## config.mk

```make
export PLATFORM = sky130hd
export DESIGN_NAME = serial_command_decoder_top
export DESIGN_NICKNAME = d
export VERILOG_FILES = /design/src/hw/rtl/scd_pkg.sv /design/src/hw/rtl/scd_decode.sv /design/src/hw/rtl/serial_command_decoder_top.sv
export SDC_FILE = /design/constraint.sdc
export NUM_CORES = 1
export LEC_CHECK = 0
export BUFFER_PORTS_ARGS = -buffer_cell sky130_fd_sc_hd__buf_4
export CAP_MARGIN = 20
export CORE_UTILIZATION = 45
export CTS_CLUSTER_SIZE = 40
export DETAILED_ROUTE_END_ITERATION = 16
export PLACE_DENSITY = 0.69
export REMOVE_ABC_BUFFERS = 1
export SLEW_MARGIN = 20
export SYNTH_ARGS = -nofsm -noshare
export SYNTH_HDL_FRONTEND = slang
export SYNTH_SLANG_ARGS = --single-unit
```

## constraint.sdc

```tcl
create_clock -name clk -period 8.5 [get_ports clk]
set_input_delay 1.7 -clock clk [delete_from_list [all_inputs] [get_ports clk]]
set_output_delay 1.7 -clock clk [all_outputs]
set_load 0.02 [all_outputs]
```

## src/hw/rtl/scd_pkg.sv

```systemverilog
// scd_pkg: shared types and constants for the serial command decoder
// holds opcodes, phase and action codes and the result word struct
// no dependencies
package scd_pkg;

  localparam int DIGITS_DEF = 8;

  // handshake bytes
  localparam logic [7:0] BYTE_HELLO   = 8'hff;
  localparam logic [7:0] BYTE_CONNECT = 8'hf1;

  // opcodes taken while awaiting an opcode
  localparam logic [7:0] OP_DIGITS      = 8'h80;
  localparam logic [7:0] OP_BUZZER_ON   = 8'h40;
  localparam logic [7:0] OP_BUZZER_OFF  = 8'h4f;
  localparam logic [7:0] OP_MEM_WRITE   = 8'h20;
  localparam logic [7:0] OP_MEM_READ    = 8'h60;
  localparam logic [7:0] OP_LED         = 8'h70;
  localparam logic [7:0] OP_RELOAD      = 8'h50;
  localparam logic [7:0] OP_VIBRATE_ON  = 8'hc0;
  localparam logic [7:0] OP_VIBRATE_OFF = 8'hcf;
  localparam logic [7:0] OP_FORWARD     = 8'he0;
  localparam logic [7:0] OP_HOST_COPY   = 8'he8;

  // trailers and terminators
  localparam logic [7:0] END_DIGITS    = 8'h8f;
  localparam logic [7:0] END_MEM_WRITE = 8'h2f;
  localparam logic [7:0] END_MEM_READ  = 8'h6f;
  localparam logic [7:0] END_RELOAD    = 8'h5f;

  typedef enum logic [1:0] {
    LINK_IDLE      = 2'd1,
    LINK_WAIT      = 2'd2,
    LINK_CONNECTED = 2'd3
  } link_t;

  typedef enum logic [3:0] {
    CMD_OPCODE   = 4'd1,
    CMD_DIGITS   = 4'd2,
    CMD_WR_ADDR  = 4'd3,
    CMD_WR_DATA  = 4'd4,
    CMD_WR_END   = 4'd5,
    CMD_LED      = 4'd6,
    CMD_RD_ADDR  = 4'd7,
    CMD_RD_END   = 4'd8,
    CMD_RL_HIGH  = 4'd9,
    CMD_RL_LOW   = 4'd10,
    CMD_RL_END   = 4'd11,
    CMD_FORWARD  = 4'd12
  } cmd_t;

  typedef enum logic [2:0] {
    ACT_NONE      = 3'd0,
    ACT_REPLY     = 3'd1,
    ACT_DIGIT     = 3'd2,
    ACT_MEM_WRITE = 3'd3,
    ACT_MEM_READ  = 3'd4,
    ACT_LED       = 3'd5,
    ACT_RELOAD    = 3'd6,
    ACT_FORWARD   = 3'd7
  } action_t;

  typedef struct packed {
    action_t     action;
    logic [2:0]  digit_index;
    logic [7:0]  data_byte;
    logic [7:0]  mem_address;
    logic [15:0] reload_value;
    logic        buzzer_enabled;
    logic        vibrate_enabled;
    logic        forward_to_host;
    logic        connected;
  } result_t;

endpackage

```

## src/hw/rtl/scd_decode.sv

```systemverilog
// scd_decode: link handshake and command state machine
// holds all decoder state, gives the result word for the byte presented
// depends on scd_pkg
module scd_decode
  import scd_pkg::*;
#(
  parameter int DIGITS = DIGITS_DEF
) (
  input  logic       clk,
  input  logic       rst,
  input  logic       fire,
  input  logic [7:0] rx_byte,
  output result_t    res
);

  localparam int CW = (DIGITS > 1) ? $clog2(DIGITS) : 1;
  localparam int XW = (CW > 3) ? CW : 3;

  link_t       link, link_next;
  cmd_t        cmd, cmd_next;
  logic [CW-1:0] digit_counter, digit_counter_next;
  logic [7:0]  pending_address, pending_address_next;
  logic [7:0]  pending_data, pending_data_next;
  logic [7:0]  reload_high, reload_high_next;
  logic [7:0]  reload_low, reload_low_next;
  logic        buzzer, buzzer_next;
  logic        vibrate, vibrate_next;
  logic        host_copy, host_copy_next;

  logic [CW:0] count_inc;
  logic [XW-1:0] count_ext;

  assign count_inc = {1'b0, digit_counter} + (CW+1)'(1);
  assign count_ext = XW'(digit_counter);

  always_ff @(posedge clk) begin
    if (rst) begin
      link            <= LINK_IDLE;
      cmd             <= CMD_OPCODE;
      digit_counter   <= '0;
      pending_address <= '0;
      pending_data    <= '0;
      reload_high     <= '0;
      reload_low      <= '0;
      buzzer          <= 1'b0;
      vibrate         <= 1'b0;
      host_copy       <= 1'b0;
    end else if (fire) begin
      link            <= link_next;
      cmd             <= cmd_next;
      digit_counter   <= digit_counter_next;
      pending_address <= pending_address_next;
      pending_data    <= pending_data_next;
      reload_high     <= reload_high_next;
      reload_low      <= reload_low_next;
      buzzer          <= buzzer_next;
      vibrate         <= vibrate_next;
      host_copy       <= host_copy_next;
    end
  end

  always_comb begin
    link_next            = link;
    cmd_next             = cmd;
    digit_counter_next   = digit_counter;
    pending_address_next = pending_address;
    pending_data_next    = pending_data;
    reload_high_next     = reload_high;
    reload_low_next      = reload_low;
    buzzer_next          = buzzer;
    vibrate_next         = vibrate;
    host_copy_next       = host_copy;
    res                  = '0;
    res.action           = ACT_NONE;

    if (link == LINK_CONNECTED) begin
      case (cmd)
        CMD_OPCODE: begin
          case (rx_byte)
            OP_DIGITS:      cmd_next = CMD_DIGITS;
            OP_BUZZER_ON:   buzzer_next = 1'b1;
            OP_BUZZER_OFF:  buzzer_next = 1'b0;
            OP_MEM_WRITE:   cmd_next = CMD_WR_ADDR;
            OP_MEM_READ:    cmd_next = CMD_RD_ADDR;
            OP_LED:         cmd_next = CMD_LED;
            OP_RELOAD:      cmd_next = CMD_RL_HIGH;
            OP_VIBRATE_ON:  vibrate_next = 1'b1;
            OP_VIBRATE_OFF: vibrate_next = 1'b0;
            OP_FORWARD:     cmd_next = CMD_FORWARD;
            OP_HOST_COPY:   host_copy_next = 1'b1;
            default:        ;
          endcase
        end
        CMD_DIGITS: begin
          if (rx_byte == END_DIGITS) begin
            cmd_next           = CMD_OPCODE;
            digit_counter_next = '0;
          end else begin
            res.action      = ACT_DIGIT;
            res.digit_index = count_ext[2:0];
            res.data_byte   = rx_byte;
            if (count_inc >= (CW+1)'(DIGITS)) begin
              cmd_next           = CMD_OPCODE;
              digit_counter_next = '0;
            end else begin
              digit_counter_next = count_inc[CW-1:0];
            end
          end
        end
        CMD_WR_ADDR: begin
          pending_address_next = rx_byte;
          cmd_next             = CMD_WR_DATA;
        end
        CMD_WR_DATA: begin
          pending_data_next = rx_byte;
          cmd_next          = CMD_WR_END;
        end
        CMD_WR_END: begin
          if (rx_byte == END_MEM_WRITE) begin
            res.action      = ACT_MEM_WRITE;
            res.mem_address = pending_address;
            res.data_byte   = pending_data;
          end
          cmd_next = CMD_OPCODE;
        end
        CMD_LED: begin
          res.action    = ACT_LED;
          res.data_byte = rx_byte;
          cmd_next      = CMD_OPCODE;
        end
        CMD_RD_ADDR: begin
          pending_address_next = rx_byte;
          cmd_next             = CMD_RD_END;
        end
        CMD_RD_END: begin
          if (rx_byte == END_MEM_READ) begin
            res.action      = ACT_MEM_READ;
            res.mem_address = pending_address;
          end
          cmd_next = CMD_OPCODE;
        end
        CMD_RL_HIGH: begin
          reload_high_next = rx_byte;
          cmd_next         = CMD_RL_LOW;
        end
        CMD_RL_LOW: begin
          reload_low_next = rx_byte;
          cmd_next        = CMD_RL_END;
        end
        CMD_RL_END: begin
          if (rx_byte == END_RELOAD) begin
            res.action       = ACT_RELOAD;
            res.reload_value = {reload_high, reload_low};
          end
          cmd_next = CMD_OPCODE;
        end
        CMD_FORWARD: begin
          // sticky: everything from here on goes to rs485
          res.action    = ACT_FORWARD;
          res.data_byte = rx_byte;
        end
        default: ;
      endcase
    end else begin
      if (rx_byte == BYTE_HELLO) begin
        link_next  = LINK_WAIT;
        res.action = ACT_REPLY;
      end else if (rx_byte == BYTE_CONNECT) begin
        link_next = (link == LINK_WAIT) ? LINK_CONNECTED : LINK_IDLE;
      end
    end

    res.buzzer_enabled  = buzzer_next;
    res.vibrate_enabled = vibrate_next;
    res.forward_to_host = host_copy_next;
    res.connected       = (link_next == LINK_CONNECTED);
  end

endmodule

```

## src/hw/rtl/serial_command_decoder_top.sv

```systemverilog
// serial_command_decoder_top: input register, decoder and result register
// depends on scd_pkg and scd_decode
//
//  channel | direction | handshake             | payload
//  in      | to block  | in_valid / in_stall   | rx_byte
//  out     | from block| out_valid / out_stall | action .. connected
//
// one byte per cycle sustained while out_stall is low; each byte goes from
// the input register through the single pass of the decoder into the
// result register
// rst is synchronous: clears the link and command state and both valid bits
// a stalled result holds, and the input register still fills behind it,
// so one more byte is taken while a result waits
module serial_command_decoder_top
  import scd_pkg::*;
#(
  parameter int DIGITS = DIGITS_DEF
) (
  input  logic        clk,
  input  logic        rst,
  input  logic        in_valid,
  output logic        in_stall,
  input  logic [7:0]  rx_byte,
  output logic        out_valid,
  input  logic        out_stall,
  output logic [2:0]  action,
  output logic [2:0]  digit_index,
  output logic [7:0]  data_byte,
  output logic [7:0]  mem_address,
  output logic [15:0] reload_value,
  output logic        buzzer_enabled,
  output logic        vibrate_enabled,
  output logic        forward_to_host,
  output logic        connected
);

  logic       in_full;
  logic [7:0] in_byte;
  logic       res_full;
  result_t    res_word;
  result_t    dec_res;
  logic       advance;

  // byte moves into the decoder when the result slot is free or emptying
  assign advance  = in_full && (!res_full || !out_stall);
  assign in_stall = in_full && !advance;

  always_ff @(posedge clk) begin
    if (rst) begin
      in_full  <= 1'b0;
      res_full <= 1'b0;
    end else begin
      if (in_valid && !in_stall) begin
        in_full <= 1'b1;
      end else if (advance) begin
        in_full <= 1'b0;
      end
      if (advance) begin
        res_full <= 1'b1;
      end else if (!out_stall) begin
        res_full <= 1'b0;
      end
    end
  end

  always_ff @(posedge clk) begin
    if (in_valid && !in_stall) begin
      in_byte <= rx_byte;
    end
    if (advance) begin
      res_word <= dec_res;
    end
  end

  scd_decode #(
    .DIGITS(DIGITS)
  ) u_decode (
    .clk     (clk),
    .rst     (rst),
    .fire    (advance),
    .rx_byte (in_byte),
    .res     (dec_res)
  );

  assign out_valid       = res_full;
  assign action          = res_word.action;
  assign digit_index     = res_word.digit_index;
  assign data_byte       = res_word.data_byte;
  assign mem_address     = res_word.mem_address;
  assign reload_value    = res_word.reload_value;
  assign buzzer_enabled  = res_word.buzzer_enabled;
  assign vibrate_enabled = res_word.vibrate_enabled;
  assign forward_to_host = res_word.forward_to_host;
  assign connected       = res_word.connected;

endmodule

```

==> results of run 1 <==
-- where the power goes --
group	total, mW	internal [mW]	switching (mW)
Clock	0.307	0.147	0.160
Combinational	0.0481	0.0191	0.0290
Sequential	0.511	0.498	0.0127
-- cell type report --
class	count	area share (%)
clock buffers	11	2.90
clock inverters	5	1.31
inverters	4	0.308
multi-input cells	261	34.2
flip-flops and latches	96	49.7
well taps	108	2.77
repair buffers	57	8.79
-- metrics by stage --
step	utilization (%)	power (mW)	setup slack (ps)	hold slack, ps
6_report	54.8	0.867	4610	470
5_1_grt	54.8	0.898	4590	511
4_1_cts	54.8	0.874	4610	477
3_5_place_dp	52.5	0.570	4610	467
3_3_place_gp	52.5	0.569	4620	448
2_1_floorplan	-	0.541	4130	432
-- worst max-delay path, delay by kind of cell --
family	cells	cell delay [ps]
AND/OR/NAND/NOR	1	200
buffers and inverters	2	290
-- logic make-up (layout without fill, tap and decap cells) --
logic type,count (synthesis),in the layout,share of synthesized area [%]
buffers and inverters,27,77,2.72
and+or+nand+nor,164,164,21.5
muxes,32,32,7.64
DFF,96,96,57.8
adders and majority gates,1,1,0.298
xor gates and xnor gates,1,1,0.209
AOI/OAI and AO/OA,63,63,9.82
-- per-layer routing --
metal | part of all wire (%) | vias up | wire, µm | global-route usage [%]
met5 | 0 | - | 0 | 0
met4 | 1.8 | 0 | 152 | 8.15
met3 | 5.4 | 14 | 467 | 4.89
met2 | 46 | 98 | 3960 | 28.0
met1 | 47 | 1423 | 4030 | 24.7
li1 | - | 1477 | - | -
-- cell usage in the layout (no fill, tap or decap), drive strengths merged, types with 3 or more instances in the layout --
master,synthesis,routed
nand3b,5,5
o21ai,17,17
nand2b,9,9
edfxtp,50,50
or4b,3,3
nor4,3,3
a21oi,13,13
buf,5,57
dfxtp,46,46
nor3b,3,3
clkbuf,18,11
nor3,10,10
and2,26,26
nor2,57,57
nand2,19,19
a211oi,3,3
inv,4,6
nand4,5,5
nand3,6,6
a31oi,5,5
mux2i,32,32
o31ai,3,3
a22oi,8,8
and3,4,4
nor2b,3,3
-- flip-flops by register name, summed over array words and instances, names as in the netlist, 8 cells and up --
signal	count
in_byte	8
u_decode.pending_address	8
data_byte	8
u_decode.pending_data	8
u_decode.reload_high	8
u_decode.reload_low	8
reload_value	16
mem_address	8
-- path summary, 6_finish.rpt --
path               startpoint          endpoint  slack (ps)  cells after the start
max                 out_stall          in_stall        4610                      3
min reg2reg  u_decode.vibrate  u_decode.vibrate         470                      2
max reg2reg        in_byte[3]    mem_address[1]        5860                      4
min          u_decode.vibrate  u_decode.vibrate         470                      2
==> metrics.md, run 1 <==
| Metric | Value |
|---|---|
| First-pass GRT wire length | 13.8 mm |
| Fill cells | 764 |
| TNS Setup | 0 ps |
| Buffers on Ports | 55 |
| Area after DPL | 4660 µm² |
| DR vias | 3012 |
| Nets@finish | 442 |
| H-Tree Depth | 3 |
| DIE AREA | 9710 µm² |
| Diode count | 0 |
| Slew @ Worst Pin | 749 ps |
| Post-route antenna net violation count | 0 |
| Die X | 98.5 µm |
| Buffers inserted by post-CTS timing repair | 0 |
| Root buf cell | clkbuf_8 |
| Post-synth EDFFs | 50 |
| IO Count | 56 |
| Area Growth Syn to Fin | 16.1% |
| Sequential share of the synthesized area | 57.8% |
| Crit-path cells | buf_4, and3_1, buf_4 |
| Ys async rst share | 0% |
| Yosys warns | 0 |
| Vias in the first global route | 2826 |
| Final min period | 3890 ps |
| Clk_skew | 6.35 ps |
| Worst skew pair latency | 360 ps |
| Fin. max-slew vios | 0 |
| Detailed Route Iter0 Violations | about 210 |
| Main synth FF type | edfxtp_1 |
| Startpoint Class | input pin |
| Starting Density | 47.2% |
| Top cell type's share of synthesized area | 35.8% |
| Core area | 8890 µm² |
| Leakage | 1.84 nW |
| Post-Syn Instances | 384 |
| Slowest-stage cell, CP | and3_1 |
| Max_cap viols | 0 |
| DRC | 3 |
| Cts repair resizes | 0 |
| Routed length per instance | between 15 and 20 µm |
| Die H | 98.5 µm |
| Overall routing resource usage | 18.4% |
| VDD IR-drop max | between 0.08 and 0.09 mV |
| Period utilization | 45.8% |
| Critical path peak fanout | 3 |
| RSZ-0062 raised after global routing | no |
| Worst-case clock buffer depth | 2 |
| Drt total wl | ~8.6 mm |
| Fin. Hold Viols | 0 |
| CTS sink count | 96 |
| Worst EP arrival | between 2000 and 2500 ps |
| DR pass1 iterations | 11 |
| Most frequent cell on the critical path | buf_4 |
| CTS Hold Bufs | 0 |
| Commonest cells in the netlist | nor2_1, edfxtp_1, dfxtp_1, mux2i_1, and2_1 |
| DP Cell Count | 526 |
| CP Capture Type | primary output |
| Cell with the most instances after synthesis | nor2_1 |
| Hpwl dp | around 5.5 mm |
| Pwr dens | 178 nW/µm² |
| Synth area leader | edfxtp_1 |
| Fmax | between 200 and 300 MHz |
| Remaining global-route overflow | 0 |
| CTS tree | done |
| GP Congestion | between 0.7 and 0.8 |
| Status | finished with violations |
| Initial antenna violation count | 0 |
| Largest net degree at the start of global routing | 52 |
| CP Class | in2out |
| Crit path largest cell delay | 200 ps |
| Count of cell types in the netlist | 54 |
| Num rows | 34 |
| Reg clk slew, reported paths | 90 ps |
| CTS Buf Count | 9 |
| Hold/Removal Path Class | reg2reg |
| Top cells by area, synth | edfxtp_1, dfxtp_1, mux2i_1 |
| Mean Syn Cell Area | around 11 µm² |
| Worst Path Required | 6800 ps |
| DR vias/cell | 5.56 |
| Violations in the final reports | DRC |
| Design Area, Final | 4870 µm² |
| Area occupied by registers | 2420 µm² |
| Register bit total from synthesis | 96 |
| Multi-input logic area | 1660 µm² |
| Layout cells sized above 1 | between 10% and 20% |
| Slew headroom | 49.7% |
| Post-Layout Cell Count | 542 |
| Final Setup Violations | 0 |
| Synthesized cell area | roughly 4200 µm² |
(Power assumes the default switching activity.)
==> run 2, diff against run 1 <==
- ABC_AREA: not set -> 1
- clock period: 8.5 -> 3.6 ns (I/O delays scaled with it)
==> run 2 against run 1 <==
  * The run still ends with DRC left
  * Hold slack worse by 9.6 ps
  * Global-route usage grew 0.56 points
  * Combinational power up 150%
  * Die area shrank 1.4%
  * Clock skew up 4.9 ps
  * Critical path depth up 4
  * Critical path type is now reg2reg
  * Sequential power is 130% higher
  * Clock power increased by 130%
  * Flip-flop and latch count unchanged
  * Sequential share of layout area is 0.41 points higher
  * Cell area fell by 0.82%
==> metrics.md, run 2 <==
| Metric | Value |
|---|---|
| Status | finished with violations |
| Violations in the final reports | DRC |
| Max_cap viols | 0 (unchanged) |
| Critical path peak fanout | 11 (+8) |
| CTS Buf Count | 9 (unchanged) |
| Remaining global-route overflow | 0 (unchanged) |
| Main synth FF type | edfxtp_1 |
| DR vias/cell | 5.10 (-8.2%) |
| Yosys warns | 0 (unchanged) |
| Worst EP arrival | 2220 ps (+30 ps) |
| Critical Path End | mem_address[5] |
| Top cell type's share of synthesized area | 36.3% (+0.51 points) |
| Sequential share of the synthesized area | 58.6% (+0.82 points) |
| Hpwl dp | 6.04 mm (+8.8%) |
| DR pass1 iterations | 11 (unchanged) |
| Vias in the first global route | 3033 (+7.3%) |
| Slew headroom | 30.5% (-19 points) |
| Die H | 97.8 µm (-0.69%) |
| Detailed Route Iter0 Violations | 200 (-5.2%) |
| CP Class | reg2reg |
| H-Tree Depth | 3 (unchanged) |
| Diode count | 0 (unchanged) |
| Overall routing resource usage | 18.9% (+0.56 points) |
| Most common cell after layout, fill and taps aside | inv_1 |
| Largest net degree at the start of global routing | 49 (-5.8%) |
| CTS Hold Bufs | 0 (unchanged) |
| DIE AREA | 9570 µm² (-1.4%) |
| Post-route antenna net violation count | 0 (unchanged) |
| Nets@finish | 537 (+21%) |
| Setup WS pre-CTS | 1360 ps (-3250 ps) |
| Worst skew pair latency | 360 ps (about the same) |
| Min-Delay Path Depth | 2 (unchanged) |
| Worst-case clock buffer depth | 2 (unchanged) |
| Hold/Removal Path Class | reg2reg |
| VDD IR-drop max | 0.202 mV (+130%) |
| Slew @ Worst Pin | 1040 ps (+293 ps) |
| GP Congestion | 0.958 (+22%) |
| TNS Setup | 0 ps (unchanged) |
| CP startpoint | in_byte[4] |
| Ys async rst share | 0% (unchanged) |
| Clk_skew | 11.3 ps (+4.95 ps) |
| Worst Path Required | 3790 ps (-3010 ps) |
| RR Startpoint | in_byte[4] |
| CTS tree | done |
| Final Setup Violations | 0 (unchanged) |
| Hold Slack | 460 ps (-9.63 ps) |
| Final min period | between 2000 and 2500 ps |
| Most frequent cells in the layout | inv_1, nand2_1, nor2_1 |
| Buffers on Ports | 55 (unchanged) |
| DRC | 6 (+3) |
| Reg clk slew, reported paths | 100 ps (about the same) |
| Register bit total from synthesis | 96 (unchanged) |
| Fill cells | 803 (+5.1%) |
| Layout cells sized above 1 | 18.1% (-0.52 points) |
| Initial antenna violation count | 0 (unchanged) |
| Cell with the most instances after synthesis | inv_1 |
| Post-Syn Instances | 469 (+22%) |
| Power after layout | 2.04 mW (+140%) |
| Commonest cells in the netlist | inv_1, nand2_1, nor2_1, edfxtp_1, dfxtp_1 |
| Fin. max-slew vios | 0 (unchanged) |
| DR vias | 3251 (+7.9%) |
| Final core utilization | 54.8% (+0.074 points) |
| Top cells by area, synth | edfxtp_1, dfxtp_1, inv_1 |
| Mean Syn Cell Area | 8.81 µm² (-19%) |
| Fmax | 492 MHz |
| Worst reg2reg setup slack | 1570 ps (-4290 ps) |
| Buffers inserted by post-CTS timing repair | 0 (unchanged) |
| Synth area leader | edfxtp_1 |
| CP Capture Type | flop |
| Root buf cell | clkbuf_8 |
| Fin. Hold Viols | 0 (unchanged) |
| Reg-to-reg endpoint | mem_address[5] |
| Leakage | 1.96 nW (+6.3%) |
| Core area | 8810 µm² (-0.96%) |
| Drt total wl | 8.56 mm (-0.59%) |
| Pwr dens | 422 nW/µm² (+140%) |
| IO Count | 56 (unchanged) |
| Startpoint Class | flop |
| Routed length per instance | 13.4 µm (-15%) |
| CTS sink count | 96 (unchanged) |
| RSZ-0062 raised after global routing | no |
| Area Growth Syn to Fin | 16.8% |
| Synthesized cell area | 4130 µm² (-1.4%) |
| First-pass GRT wire length | 14.1 mm (+2.2%) |
| Num rows | 34 (unchanged) |
| Post-synth EDFFs | 50 (unchanged) |
| Cts repair resizes | 0 (unchanged) |
| Die X | 97.8 µm (-0.69%) |
| Max FFs per register | 16 (unchanged) |
| Final setup margin | 1570 ps (-3040 ps) |
| Count of cell types in the netlist | 33 (-39%) |
| Starting Density | 46.9% (-0.21 points) |
| Period utilization | a little under three fifths |
| R2R depth | 7 (+3) |
run 2: cell count changes in the layout (fill, tap and decap cells not counted), sizes merged, moves of 26 or more:
cell / change
a21oi: +32
and2: -26
inv: +73
mux2i: -32
nand2: +53
o21ai: +33
run 2: metal layers:
| metal | track usage (%) | vias up | routed length (µm) |
|---|---|---|---|
| met2 | 31.1 | 90 | 4120 |
| met3 | 3.15 | 15 | 398 |
| met4 | 9.67 | 0 | 185 |
| met1 | 24.1 | 1502 | 3850 |
| met5 | 0 | - | 0 |
| li1 | - | 1644 | - |
run 2: kinds of logic (layout without fill, tap and decap cells):
| family | Yosys count | after routing | synth area share, % |
|---|---|---|---|
| simple gates | 178 | 178 | 19.4 |
| compound gates | 103 | 103 | 13.0 |
| flops | 96 | 96 | 58.6 |
| buf+inv | 91 | 151 | 8.78 |
| fa+ha+maj | 1 | 1 | 0.303 |
run 2: metrics by stage:
stage          area (µm²)  instances
6_report             4830        637
5_1_grt              4830        637
4_1_cts              4830        637
3_5_place_dp         4620        621
3_3_place_gp         4620        621
2_1_floorplan        4070        457
run 2: layout make-up:
class / instances / area, µm² / share of cell area, %
well taps: 108 / 135 / 2.80
repair buffers: 56 / 420 / 8.70
clock buffers: 10 / 138 / 2.85
flip-flops and latches: 96 / 2420 / 50.2
inverters: 79 / 298 / 6.17
clock inverters: 6 / 67.6 / 1.40
multi-input cells: 282 / 1350 / 27.9
run 2: worst max-delay path, cell delays in order (launching register included):
cell and delay, ps:
edfxtp_1 570, inv_2 170, nand2_1 130, nor3_1 210, nand4_2 320, nand2_1 150
inv_1 130, nor3_1 190
run 2: where the power goes:
group | internal [mW] | switching (mW) | leakage, nW | total, mW
clock | 0.344 | 0.377 | 0.106 | 0.721
sequential | 1.18 | 0.0223 | 0.857 | 1.20
combinational | 0.0423 | 0.0769 | 0.993 | 0.119
run 2: how the worst min path moves through the flow:
| stage | startpoint | end | slack, ps |
|---|---|---|---|
| global route | u_decode.pending_address[3] | u_decode.pending_address[3] | 480 |
| global placement | u_decode.pending_data[1] | u_decode.pending_data[1] | 440 |
| finish | u_decode.pending_data[3] | u_decode.pending_data[3] | 460 |
| detailed placement | u_decode.pending_data[2] | u_decode.pending_data[2] | 450 |
| CTS | u_decode.pending_data[2] | u_decode.pending_data[2] | 460 |
| floorplan | u_decode.pending_data[0] | u_decode.pending_data[0] | 430 |
